**src/rtl/core/ssg_pkg.sv**
```systemverilog
// Shared types and constants for the stepper step generator.
package ssg_pkg;

    localparam int COIL_COUNT = 4;
    localparam int COIL_W     = $clog2(COIL_COUNT);
    localparam int COIL_OUT_W = 4;
    localparam int SPEED_W    = 16;
    localparam int MAXSPD_W   = 15;
    localparam int TRATE_W    = 20;
    localparam int ACC_W      = 21;
    localparam int POS_W      = 32;
    localparam int CFG_IDX_W  = 1;
    localparam int CFG_DATA_W = 20;

    localparam logic [MAXSPD_W-1:0] SPEED_CAP_RST = MAXSPD_W'(1000);
    localparam logic [TRATE_W-1:0]  TICK_RATE_RST = TRATE_W'(10000);

    typedef enum logic [1:0] {
        KIND_TICK   = 2'd0,
        KIND_SPEED  = 2'd1,
        KIND_TARGET = 2'd2
    } t_kind;

    typedef enum logic [1:0] {
        MODE_IDLE = 2'd0,
        MODE_VEL  = 2'd1,
        MODE_POS  = 2'd2
    } t_mode;

    typedef enum logic [1:0] {
        DIR_NONE = 2'd0,
        DIR_FWD  = 2'd1,
        DIR_REV  = 2'd2
    } t_dir;

    typedef enum logic [CFG_IDX_W-1:0] {
        CFG_SPEED_CAP = 1'b0,
        CFG_TICK_RATE = 1'b1
    } t_cfg_reg;

    typedef struct packed {
        logic [COIL_OUT_W-1:0] coil_drive;
        logic                  step_pulse;
        logic                  dir_level;
        logic                  enable_level;
        logic [1:0]            mode_now;
        logic [POS_W-1:0]      position_now;
    } t_result;

endpackage

```
**src/rtl/core/ssg_motion.sv**
```systemverilog
// Motion state, config registers and per-beat state update of the step generator.
module ssg_motion (
    input  logic                             i_clk,
    input  logic                             i_rst_n,
    input  logic                             i_cfg_we,
    input  logic [ssg_pkg::CFG_IDX_W-1:0]    i_cfg_index,
    input  logic [ssg_pkg::CFG_DATA_W-1:0]   i_cfg_data,
    input  logic                             i_accept,
    input  logic [1:0]                       i_kind,
    input  logic signed [ssg_pkg::SPEED_W-1:0] i_speed_request,
    input  logic signed [ssg_pkg::POS_W-1:0] i_target_position,
    output ssg_pkg::t_result                 o_result
);
    import ssg_pkg::*;

    logic [MAXSPD_W-1:0] r_speed_cap;
    logic [TRATE_W-1:0]  r_tick_rate;

    t_mode               r_mode, n_mode;
    t_dir                r_dir, n_dir;
    logic [MAXSPD_W-1:0] r_rate, n_rate;
    logic [ACC_W-1:0]    r_acc, n_acc;
    logic [POS_W-1:0]    r_position, n_position;
    logic [POS_W-1:0]    r_target, n_target;
    logic [COIL_W-1:0]   r_coil, n_coil;
    logic                r_energized, n_energized;
    logic                r_dir_pin, n_dir_pin;

    logic [TRATE_W-1:0]  eff_tr;
    logic [SPEED_W-1:0]  mag;
    logic [POS_W-1:0]    diff;
    logic [TRATE_W-1:0]  add_rate;
    logic [ACC_W:0]      sum;
    logic                pulse;
    logic [COIL_OUT_W-1:0] coil_hot;

    assign eff_tr = (r_tick_rate == '0) ? TRATE_W'(1) : r_tick_rate;

    always_comb begin
        n_mode      = r_mode;
        n_dir       = r_dir;
        n_rate      = r_rate;
        n_acc       = r_acc;
        n_position  = r_position;
        n_target    = r_target;
        n_coil      = r_coil;
        n_energized = r_energized;
        n_dir_pin   = r_dir_pin;
        pulse       = 1'b0;
        mag         = '0;
        diff        = '0;
        add_rate    = '0;
        sum         = '0;
        case (i_kind)
            KIND_SPEED: begin
                mag = i_speed_request[SPEED_W-1] ? SPEED_W'(~i_speed_request + 1'b1)
                                                 : SPEED_W'(i_speed_request);
                if (mag > {1'b0, r_speed_cap}) begin
                    mag = {1'b0, r_speed_cap};
                end
                if (TRATE_W'(mag) > eff_tr) begin
                    mag = eff_tr[SPEED_W-1:0];
                end
                if (i_speed_request == '0) begin
                    n_dir  = DIR_NONE;
                    n_mode = MODE_IDLE;
                end else begin
                    n_dir     = i_speed_request[SPEED_W-1] ? DIR_REV : DIR_FWD;
                    n_dir_pin = i_speed_request[SPEED_W-1];
                    n_rate    = mag[MAXSPD_W-1:0];
                    n_acc     = '0;
                    n_mode    = MODE_VEL;
                end
            end
            KIND_TARGET: begin
                n_target = i_target_position;
                diff     = i_target_position - r_position;
                if (diff == '0) begin
                    n_dir  = DIR_NONE;
                    n_mode = MODE_IDLE;
                end else begin
                    n_dir     = diff[POS_W-1] ? DIR_REV : DIR_FWD;
                    n_dir_pin = diff[POS_W-1];
                    n_mode    = MODE_POS;
                end
            end
            KIND_TICK: begin
                if (r_mode != MODE_IDLE) begin
                    if (r_mode == MODE_POS && r_position == r_target) begin
                        n_mode = MODE_IDLE;
                    end else begin
                        add_rate = (TRATE_W'(r_rate) < eff_tr) ? TRATE_W'(r_rate) : eff_tr;
                        sum = {1'b0, r_acc} + (ACC_W+1)'(add_rate);
                        if (sum >= (ACC_W+1)'(eff_tr)) begin
                            sum         = sum - (ACC_W+1)'(eff_tr);
                            n_energized = 1'b1;
                            pulse       = (r_dir != DIR_NONE);
                            if (r_dir == DIR_FWD) begin
                                n_coil     = (r_coil == '0) ? COIL_W'(COIL_COUNT - 1)
                                                            : r_coil - 1'b1;
                                n_position = r_position + 1'b1;
                            end else if (r_dir == DIR_REV) begin
                                n_coil     = (r_coil == COIL_W'(COIL_COUNT - 1)) ? '0
                                                                             : r_coil + 1'b1;
                                n_position = r_position - 1'b1;
                            end
                        end
                        n_acc = sum[ACC_W-1:0];
                    end
                end
            end
            default: begin
            end
        endcase
    end

    assign coil_hot = COIL_OUT_W'(1) << n_coil;

    always_comb begin
        o_result.coil_drive   = n_energized ? coil_hot : '0;
        o_result.step_pulse   = pulse;
        o_result.dir_level    = n_dir_pin;
        o_result.enable_level = (n_mode != MODE_IDLE);
        o_result.mode_now     = n_mode;
        o_result.position_now = n_position;
    end

    always_ff @(posedge i_clk) begin
        if (!i_rst_n) begin
            r_speed_cap <= SPEED_CAP_RST;
            r_tick_rate <= TICK_RATE_RST;
        end else if (i_cfg_we) begin
            case (i_cfg_index)
                CFG_SPEED_CAP: r_speed_cap <= i_cfg_data[MAXSPD_W-1:0];
                CFG_TICK_RATE: r_tick_rate <= i_cfg_data[TRATE_W-1:0];
                default: begin
                end
            endcase
        end
    end

    always_ff @(posedge i_clk) begin
        if (!i_rst_n) begin
            r_mode      <= MODE_IDLE;
            r_dir       <= DIR_NONE;
            r_rate      <= '0;
            r_acc       <= '0;
            r_position  <= '0;
            r_target    <= '0;
            r_coil      <= '0;
            r_energized <= 1'b0;
            r_dir_pin   <= 1'b1;
        end else if (i_accept) begin
            r_mode      <= n_mode;
            r_dir       <= n_dir;
            r_rate      <= n_rate;
            r_acc       <= n_acc;
            r_position  <= n_position;
            r_target    <= n_target;
            r_coil      <= n_coil;
            r_energized <= n_energized;
            r_dir_pin   <= n_dir_pin;
        end
    end

    a_coil_range: assert property (@(posedge i_clk) disable iff (!i_rst_n)
        r_coil <= COIL_W'(COIL_COUNT - 1))
        else $error("coil index out of range");

    a_moving_has_dir: assert property (@(posedge i_clk) disable iff (!i_rst_n)
        (r_mode != MODE_IDLE) |-> (r_dir != DIR_NONE))
        else $error("active mode without direction");

    a_step_moves: assert property (@(posedge i_clk) disable iff (!i_rst_n)
        (i_accept && o_result.step_pulse) |=> (r_position != $past(r_position)))
        else $error("step beat did not move position");

    a_rate_bound: assert property (@(posedge i_clk) disable iff (!i_rst_n)
        (i_accept && i_kind == KIND_SPEED && i_speed_request != '0)
        |=> (TRATE_W'(r_rate) <= $past(eff_tr)))
        else $error("rate exceeds tick rate");

endmodule

```
**src/rtl/core/stepper_step_generator.sv**
```systemverilog
// Top level of the stepper step generator: ports, result register and skid stage.
//
// Input channel: i_in_valid / o_in_stall carry one beat of kind, speed request
// and target position; a beat is taken on an edge with valid high and stall low.
// Kind 0 is a timer tick, 1 sets a signed speed, 2 sets an absolute target.
// Output channel: o_out_valid / i_out_stall carry one result beat per input
// beat, in order: coil pattern, step pulse, direction, enable, mode, position.
// Config channel: i_cfg_valid / o_cfg_ready writes max speed (index 0) or the
// tick rate (index 1); ready is always high. Write only while no beat is in
// flight.
// Each result is registered before it reaches the output. Throughput: one
// beat per cycle while o_in_stall is low, set by the combinational state
// update (accumulate, compare, position increment) feeding the state registers.
// A two-entry output buffer (result register plus skid register) lets input
// continue while a result waits; o_in_stall rises only when both are full.
// Reset (synchronous, active low) clears the motion state to idle at position
// zero, loads max speed 1000 and tick rate 10000, and empties the buffer.
module stepper_step_generator (
    input  logic                               i_clk,
    input  logic                               i_rst_n,
    input  logic                               i_in_valid,
    output logic                               o_in_stall,
    input  logic [1:0]                         i_kind,
    input  logic signed [ssg_pkg::SPEED_W-1:0] i_speed_request,
    input  logic signed [ssg_pkg::POS_W-1:0]   i_target_position,
    output logic                               o_out_valid,
    input  logic                               i_out_stall,
    output logic [ssg_pkg::COIL_OUT_W-1:0]     o_coil_drive,
    output logic                               o_step_pulse,
    output logic                               o_dir_level,
    output logic                               o_enable_level,
    output logic [1:0]                         o_mode_now,
    output logic signed [ssg_pkg::POS_W-1:0]   o_position_now,
    input  logic                               i_cfg_valid,
    output logic                               o_cfg_ready,
    input  logic [ssg_pkg::CFG_IDX_W-1:0]      i_cfg_index,
    input  logic [ssg_pkg::CFG_DATA_W-1:0]     i_cfg_data
);
    import ssg_pkg::*;

    t_result new_res;
    t_result r_out, r_skid;
    logic    r_out_valid, n_out_valid;
    logic    r_skid_valid, n_skid_valid;
    logic    in_acc, take_out, load_out_new, load_out_skid, load_skid;

    assign o_cfg_ready = 1'b1;
    assign o_in_stall  = r_skid_valid;
    assign in_acc      = i_in_valid && !r_skid_valid;
    assign take_out    = r_out_valid && !i_out_stall;

    assign load_out_skid = take_out && r_skid_valid;
    assign load_out_new  = in_acc && (!r_out_valid || take_out);
    assign load_skid     = in_acc && r_out_valid && !take_out;

    assign n_out_valid  = (r_out_valid && !take_out) || load_out_new || load_out_skid;
    assign n_skid_valid = r_skid_valid ? !take_out : load_skid;

    ssg_motion u_motion (
        .i_clk             (i_clk),
        .i_rst_n           (i_rst_n),
        .i_cfg_we          (i_cfg_valid),
        .i_cfg_index       (i_cfg_index),
        .i_cfg_data        (i_cfg_data),
        .i_accept          (in_acc),
        .i_kind            (i_kind),
        .i_speed_request   (i_speed_request),
        .i_target_position (i_target_position),
        .o_result          (new_res)
    );

    always_ff @(posedge i_clk) begin
        if (!i_rst_n) begin
            r_out_valid  <= 1'b0;
            r_skid_valid <= 1'b0;
        end else begin
            r_out_valid  <= n_out_valid;
            r_skid_valid <= n_skid_valid;
        end
    end

    always_ff @(posedge i_clk) begin
        if (load_out_skid) begin
            r_out <= r_skid;
        end else if (load_out_new) begin
            r_out <= new_res;
        end
        if (load_skid) begin
            r_skid <= new_res;
        end
    end

    assign o_out_valid    = r_out_valid;
    assign o_coil_drive   = r_out.coil_drive;
    assign o_step_pulse   = r_out.step_pulse;
    assign o_dir_level    = r_out.dir_level;
    assign o_enable_level = r_out.enable_level;
    assign o_mode_now     = r_out.mode_now;
    assign o_position_now = r_out.position_now;

    a_skid_order: assert property (@(posedge i_clk) disable iff (!i_rst_n)
        r_skid_valid |-> r_out_valid)
        else $error("skid holds a beat while output register is empty");

    a_accept_shows: assert property (@(posedge i_clk) disable iff (!i_rst_n)
        in_acc |=> o_out_valid)
        else $error("accepted beat produced no result");

    a_coil_onehot: assert property (@(posedge i_clk) disable iff (!i_rst_n)
        o_out_valid |-> $onehot0(o_coil_drive))
        else $error("coil drive not one-hot");

    a_enable_mode: assert property (@(posedge i_clk) disable iff (!i_rst_n)
        o_out_valid |-> (o_enable_level == (o_mode_now != MODE_IDLE)))
        else $error("enable disagrees with mode");

endmodule

```
**config.mk**
```make
export PLATFORM = sky130hd
export DESIGN_NAME = stepper_step_generator
export DESIGN_NICKNAME = d
export VERILOG_FILES = /design/src/rtl/core/ssg_pkg.sv /design/src/rtl/core/ssg_motion.sv /design/src/rtl/core/stepper_step_generator.sv
export SDC_FILE = /design/constraint.sdc
export NUM_CORES = 1
export LEC_CHECK = 0
export ABC_AREA = 1
export BUFFER_PORTS_ARGS = -buffer_cell sky130_fd_sc_hd__buf_4
export CORE_UTILIZATION = 50
export CTS_BUF_LIST = sky130_fd_sc_hd__clkbuf_8
export DETAILED_ROUTE_END_ITERATION = 7
export GPL_TIMING_DRIVEN = 0
export PLACE_DENSITY = 0.7
export SLEW_MARGIN = 30
export SYNTH_ARGS = -nofsm -noshare
export SYNTH_HDL_FRONTEND = slang
export SYNTH_SLANG_ARGS = --single-unit
```
**constraint.sdc**
```tcl
create_clock -name i_clk -period 7.1 [get_ports i_clk]
set_input_delay 1.065 -clock i_clk [delete_from_list [all_inputs] [get_ports i_clk]]
set_output_delay 1.065 -clock i_clk [all_outputs]
set_load 0.02 [all_outputs]
```
* Word level (Yosys, flattened, before mapping) *
Index checks and enable logic that the tools add are counted.
Widths: inputs -> output; s select.

storage, ports and cells
  register bits after elaboration = 227
  output and inout bits = 44
  logic and storage cells = 133

cells by class
  $add $sub $neg = 8
  $lt $le $gt $ge = 4
  equal/unequal tests = 10
  shift-type cells = 1
  muxes and demuxes = 50
  bitwise gates (word level) = 3
  reductions and logical operators = 32

operator list
  kind                   count
  $mux 32                6
  $mux 21                4
  $mux 41                2
  $mux 16                3
  $pmux 21 s2            1
  $mux 20                2
  $add 32x1->32 const B  1
  $eq 32x32->1           1
  $logic_not 32->1       1
  $sub 32x1->32 const B  1
  $sub 32x32->32         1
  $mux 2                 15
  $add 21x20->22         1
  $ge 22x20->1           1
  $sub 21x20->21         1
  $gt 16x20->1           1
  $logic_not 20->1       1
  $lt 15x20->1           1
  $add 16x1->16 const B  1
  $gt 16x15->1           1
  $logic_not 16->1       1
  $not 16->16            1
  $mux 15                1
  $mux 1                 12
  other kinds (20)       47

* Longest topological paths before layout *
  depth after elaboration = 14
  gate-level depth with buffers = 40
  mapped depth without buffers = 39

* Cells and area by module *
Synthesis repeated with hierarchy kept, for this count alone.

second synthesis, totals
  cells, all modules = 2671
  area, all modules = 17516.8 µm²

modules (own cells, without submodules)
  module                  times used  cells an instance  area each (µm²)  sequential area each (µm²)
  ssg_motion              1           2435               14393.8          2862.7
  stepper_step_generator  1           236                3123.0           2502.4

* Worst setup path before layout *
Ideal clock, no wire load.

  path kind = in2reg
  start point = in i_speed_request[0] (netlist name)
  end point = reg u_motion.r_rate[0]
  library setup time = 0.115 ns
  data arrival time = 5.115 ns
  data required time = 6.985 ns
  path slack = 1.870 ns
  stages = 34
  cells stage by stage = inv_1 > ha_1 > inv_1 > nor3_1 > nand2_1 > nor3_1 > nand4_1 > nand2_1 > o21ai_0 > xor2_1 > ha_1 > nand3_1 > nor3_1 > nand2_1 > nand3b_1 > nand2_1 > o21ai_1 > inv_2 > buf_2 > nand2_1 > o21ai_0 > ha_1 > a21oi_1 > nor2_1 > a211oi_1 > o21ai_1 > nand2_1 > nand2_1 > a21oi_1 > nor2_1 > nand2_1 > clkbuf_1 > o21ai_0 > o21ba_1

on the way
  cells in the longest elaborated chain, start to end = 8
  elaborated cells between the ends (all ways) = 11
  classes of those cells = add/sub: 1; order compare: 2; mux: 4; bitwise: 2; reduce/logical: 2

RTL lines
  what                  RTL line                      RTL
  start, declared       stepper_step_generator.sv:24  input logic signed [ssg_pkg::SPEED_W-1:0] i_speed_request,
  $not 16->16           ssg_motion.sv:56              mag = i_speed_request[SPEED_W-1] ? SPEED_W'(~i_speed_request + 1'b1)
  $add 16x1->16         ssg_motion.sv:56
  $mux 16               ssg_motion.sv:56
  $gt 16x15->1          ssg_motion.sv:58              if (mag > {1'b0, r_speed_cap}) begin
  $mux 16               ssg_motion.sv:58
  $mux 16               ssg_motion.sv:54              case (i_kind)
  $gt 16x20->1          ssg_motion.sv:61              if (TRATE_W'(mag) > eff_tr) begin
  $mux 15               ssg_motion.sv:61
  end signal, assigned  ssg_motion.sv:156             r_rate <= n_rate;
  end, declared         ssg_motion.sv:21              logic [MAXSPD_W-1:0] r_rate, n_rate;

Parallel ways exist; a longest one is shown, timed or not. The select of a mux whose other input is x is not followed.
A chain may end at the register's enable or synchronous reset.

* Worst setup path in the final report *
  start point = reg u_motion.r_tick_rate[9]
  end point = reg r_out, in the netlist o_position_now[13], data pin

on the way
  cells in the longest elaborated chain, start to end = 12

RTL lines
  what                    RTL line                      RTL
  start, declared         ssg_motion.sv:17              logic [TRATE_W-1:0] r_tick_rate;
  start signal, assigned  ssg_motion.sv:135             CFG_TICK_RATE: r_tick_rate <= i_cfg_data[TRATE_W-1:0];
  $logic_not 20->1        ssg_motion.sv:37              assign eff_tr = (r_tick_rate == '0) ? TRATE_W'(1) : r_tick_rate;
  $mux 20 *               ssg_motion.sv:37
  $lt 15x20->1            ssg_motion.sv:92              add_rate = (TRATE_W'(r_rate) < eff_tr) ? TRATE_W'(r_rate) : eff_tr;
  $mux 20                 ssg_motion.sv:92
  $add 21x20->22          ssg_motion.sv:93              sum = {1'b0, r_acc} + (ACC_W+1)'(add_rate);
  $ge 22x20->1 *          ssg_motion.sv:94              if (sum >= (ACC_W+1)'(eff_tr)) begin
  $mux 32 *               ssg_motion.sv:94
  $mux 32 *               ssg_motion.sv:89              if (r_mode == MODE_POS && r_position == r_target) begin
  $mux 32 *               ssg_motion.sv:88              if (r_mode != MODE_IDLE) begin
  $mux 32 *               ssg_motion.sv:54
  $mux 41 *               stepper_step_generator.sv:85  end else if (load_out_new) begin
  $mux 41 *               stepper_step_generator.sv:83  if (load_out_skid) begin
  end signal, assigned    stepper_step_generator.sv:84  r_out <= r_skid;
  end signal, assigned    stepper_step_generator.sv:86  r_out <= new_res;
  end, declared           stepper_step_generator.sv:42  t_result r_out, r_skid;

Every way passes the cells marked *; elsewhere a longest branch is shown, timed or not. The select of a mux whose other input is x is not followed.

==> flow_summary.toml <==
[timing]
finalMaxSlewViolations = 0
skew_ns = 0.0248
holdWs_ns = 0.472
rsz0062_at_grt = "false"
period_share_pct = 89.7
setup_violations = 0
fmax_mhz = 157
hold_violations = 0
max-slew-margin-rel_pct = 39.6
tightest_slew_ns = 0.907
setup_tns_ns = 0
fin_crit_ns = 6.37

[detailed_routing]
drt-initial-drc-count = 1594
routed_wirelength_um = 57100
num_vias = 18000
routedWlPerCell_um = 17.4
viasPerCell = 5.48
remaining_drc_errors = 0
drt-pass1-iter-count = 6
antenna_left = 0

[global_routing]
first_global_vias = 17000
antenna_found_initial = 0
grt_util_all_layers_pct = 31.8
grt_pass1_wl_um = 89000
overflow = 0
grt_max_degree = 23

[die]
dieArea_um2 = 35600
start_util_pct = 50.6
ios = 120
core_um2 = 34500
rows = 68
fp.dieW_um = 189
die_h_um = 189

[power]
p_leak_nw = 9.72
ir_worst_vdd_mv = 0.148
p_total_mw = 3.94
power_density_nw_per_um2 = 199

[yosys]
synth_flop_cell = "dfxtp_1"
synth_edf_count = 82
ys_ff_latch = 227
netlist_area_um2 = 17400
synthCells = 2629
synth.distinct_cells = 58
synth_area_leaders = "dfxtp_1 17%, nand2_1 15%, edfxtp_1 14%"
syn-mean-instance-area_um2 = 6.63
ys_warn_count = 0
postSynth.asyncResetShare_pct = 0
ys_seq_area_share_pct = 30.8
netlist.top_cell.by_area = "dfxtp_1"
netlist.area_leader.share_pct = 16.6

[clock_network]
cts_max_path_buffers = 3
cts_num_sinks = 227
cts_root_buf = "clkbuf_8"
insertion_delay_ns = 0.59
tritoncts = "built"
numCtsBuffers = 41
clk_pin_slew_ns = 0.06
postCtsSetupBuffers = 0
h-tree-depth = 2
hold_buffers = 0

[worst_setup_path]
crit_top_cell = "nand2_1"
crit_buf_inv = 4
cp_max_fo = 10
crit_type = "reg2reg"
cp_slowest_cell = "dfxtp_1"
critPathTopFamily = "compound AO/OA/AOI/OAI gates"
startpoint_type = "flip-flop"
crit_path_max_incr_delay_ns = 0.37
critical_path_required_ns = 7.40
crit_path_end_kind = "flip-flop"
cp.arrival_ns = 6.66

[placed_design]
gp_congestion = 1.00
dp_hpwl_um = 45200
io_buffers = 118

[final_layout]
syn_to_final_growth_pct = 13.9
nets = 3002
fin_util_pct = 57.6
antenna_cells = 0
final_layout_size_suffix_gt1_share_pct = 9.61

[run]
maxCapViolations = 0

[worst_hold_path]
hold_path.class = "reg2reg"

[outcome]
status = "finished, final reports clean"
==> placed cells by master, fill, tap and decap left out, drive strengths merged, types with 47 or more instances in the layout <==
cell type  synthesis  layout
clkbuf            60     108
nor2             234     234
xor2              47      47
nand2            715     715
a21oi            236     236
buf               30     151
edfxtp            82      82
dfxtp            145     145
nand3            128     128
ha               126     126
nand4             50      50
inv              396     408
o21ai            179     179
==> stage by stage <==
stage,setup WS [ns],cell area (um2),instances
2_1_floorplan,1.87,17500,2634
3_3_place_gp,0.641,18900,3207
3_5_place_dp,0.560,19000,3210
4_1_cts,0.526,19800,3286
5_1_grt,0.0428,19900,3286
6_report,0.734,19900,3286
==> worst paths after layout <==
kind | depth (start not counted) | slack (ns) | end | from
min | 2 | 0.47 | u_motion.r_energized | u_motion.r_energized
max reg2reg | 35 | 0.73 | o_position_now[13] | u_motion.r_tick_rate[9]
max | 35 | 0.73 | o_position_now[13] | u_motion.r_tick_rate[9]
min reg2reg | 2 | 0.47 | u_motion.r_energized | u_motion.r_energized
==> layout make-up <==
| cell class | instances | area [um2] |
|---|---|---|
| fillers | 3383 | 14600 |
| multi-input cells | 1920 | 10200 |
| flip-flops and latches | 227 | 5370 |
| inverters | 397 | 1500 |
| repair buffers | 121 | 956 |
| clock buffers | 48 | 661 |
| well taps | 455 | 569 |
| plain buffers | 90 | 412 |
| clock inverters | 28 | 173 |
==> where the power goes <==
group	leakage, nW	internal [mW]	total, mW	switching [mW]
Combinational	7.27	0.410	1.21	0.798
Sequential	1.98	1.43	1.47	0.0482
Clock	0.471	0.664	1.26	0.598
Total	9.72	2.50	3.94	1.44
==> flip-flops by register name, summed over array words and instances, names as in the netlist <==
register and count:
r_skid 41, u_motion.r_acc 21, o_enable_level 1, u_motion.r_position 32, o_out_valid 1, u_motion.r_dir_pin 1
o_mode_now 2, o_in_stall 1, u_motion.r_rate 15, u_motion.r_tick_rate 20, u_motion.r_energized 1, o_coil_drive 4
u_motion.r_target 32, o_step_pulse 1, u_motion.r_dir 2, u_motion.r_coil 2, u_motion.r_speed_cap 15, u_motion.r_mode 2
o_dir_level 1, o_position_now 32
==> per-layer routing <==
metal	wire [um]	track usage [%]	vias to the layer above
met5	0	0	-
met4	2890	16.1	0
met3	3600	3.91	169
met2	26900	54.7	684
met1	23700	39.0	8201
li1	-	-	8963
==> synthesized netlist by cell type, drive strengths merged (34+ instances only) <==
master  count
o211ai     35
nand4      50
xor2       47
clkbuf     60
inv       396
nor2      234
ha        126
o21ai     179
a21oi     236
dfxtp     145
nor3       34
nand3     128
nand2     715
edfxtp     82
==> what timing repair did <==
item,CTS,global route
endpoints found under the setup margin,0,78
hold endpoints to repair,0,0
gates resized for setup,0,13
==> logic make-up after synthesis <==
group,count (synthesis),synth area share (%)
adder cells (fa/ha/maj),128,9.27
buffers and inverters,487,10.9
flip-flops,227,30.8
AND/OR/NAND/NOR,1194,28.7
AO/OA/AOI/OAI,519,16.6
XOR/XNOR,72,3.70
other,2,0.0431
==> tightest hold or removal path: cells and delay by family (launching register included) <==
kind,cells,cell delay (ns)
AOI/OAI and AO/OA,1,0.06
buffers and inverters,1,0.06
DFF,1,0.30
(Power assumes the default switching activity.)
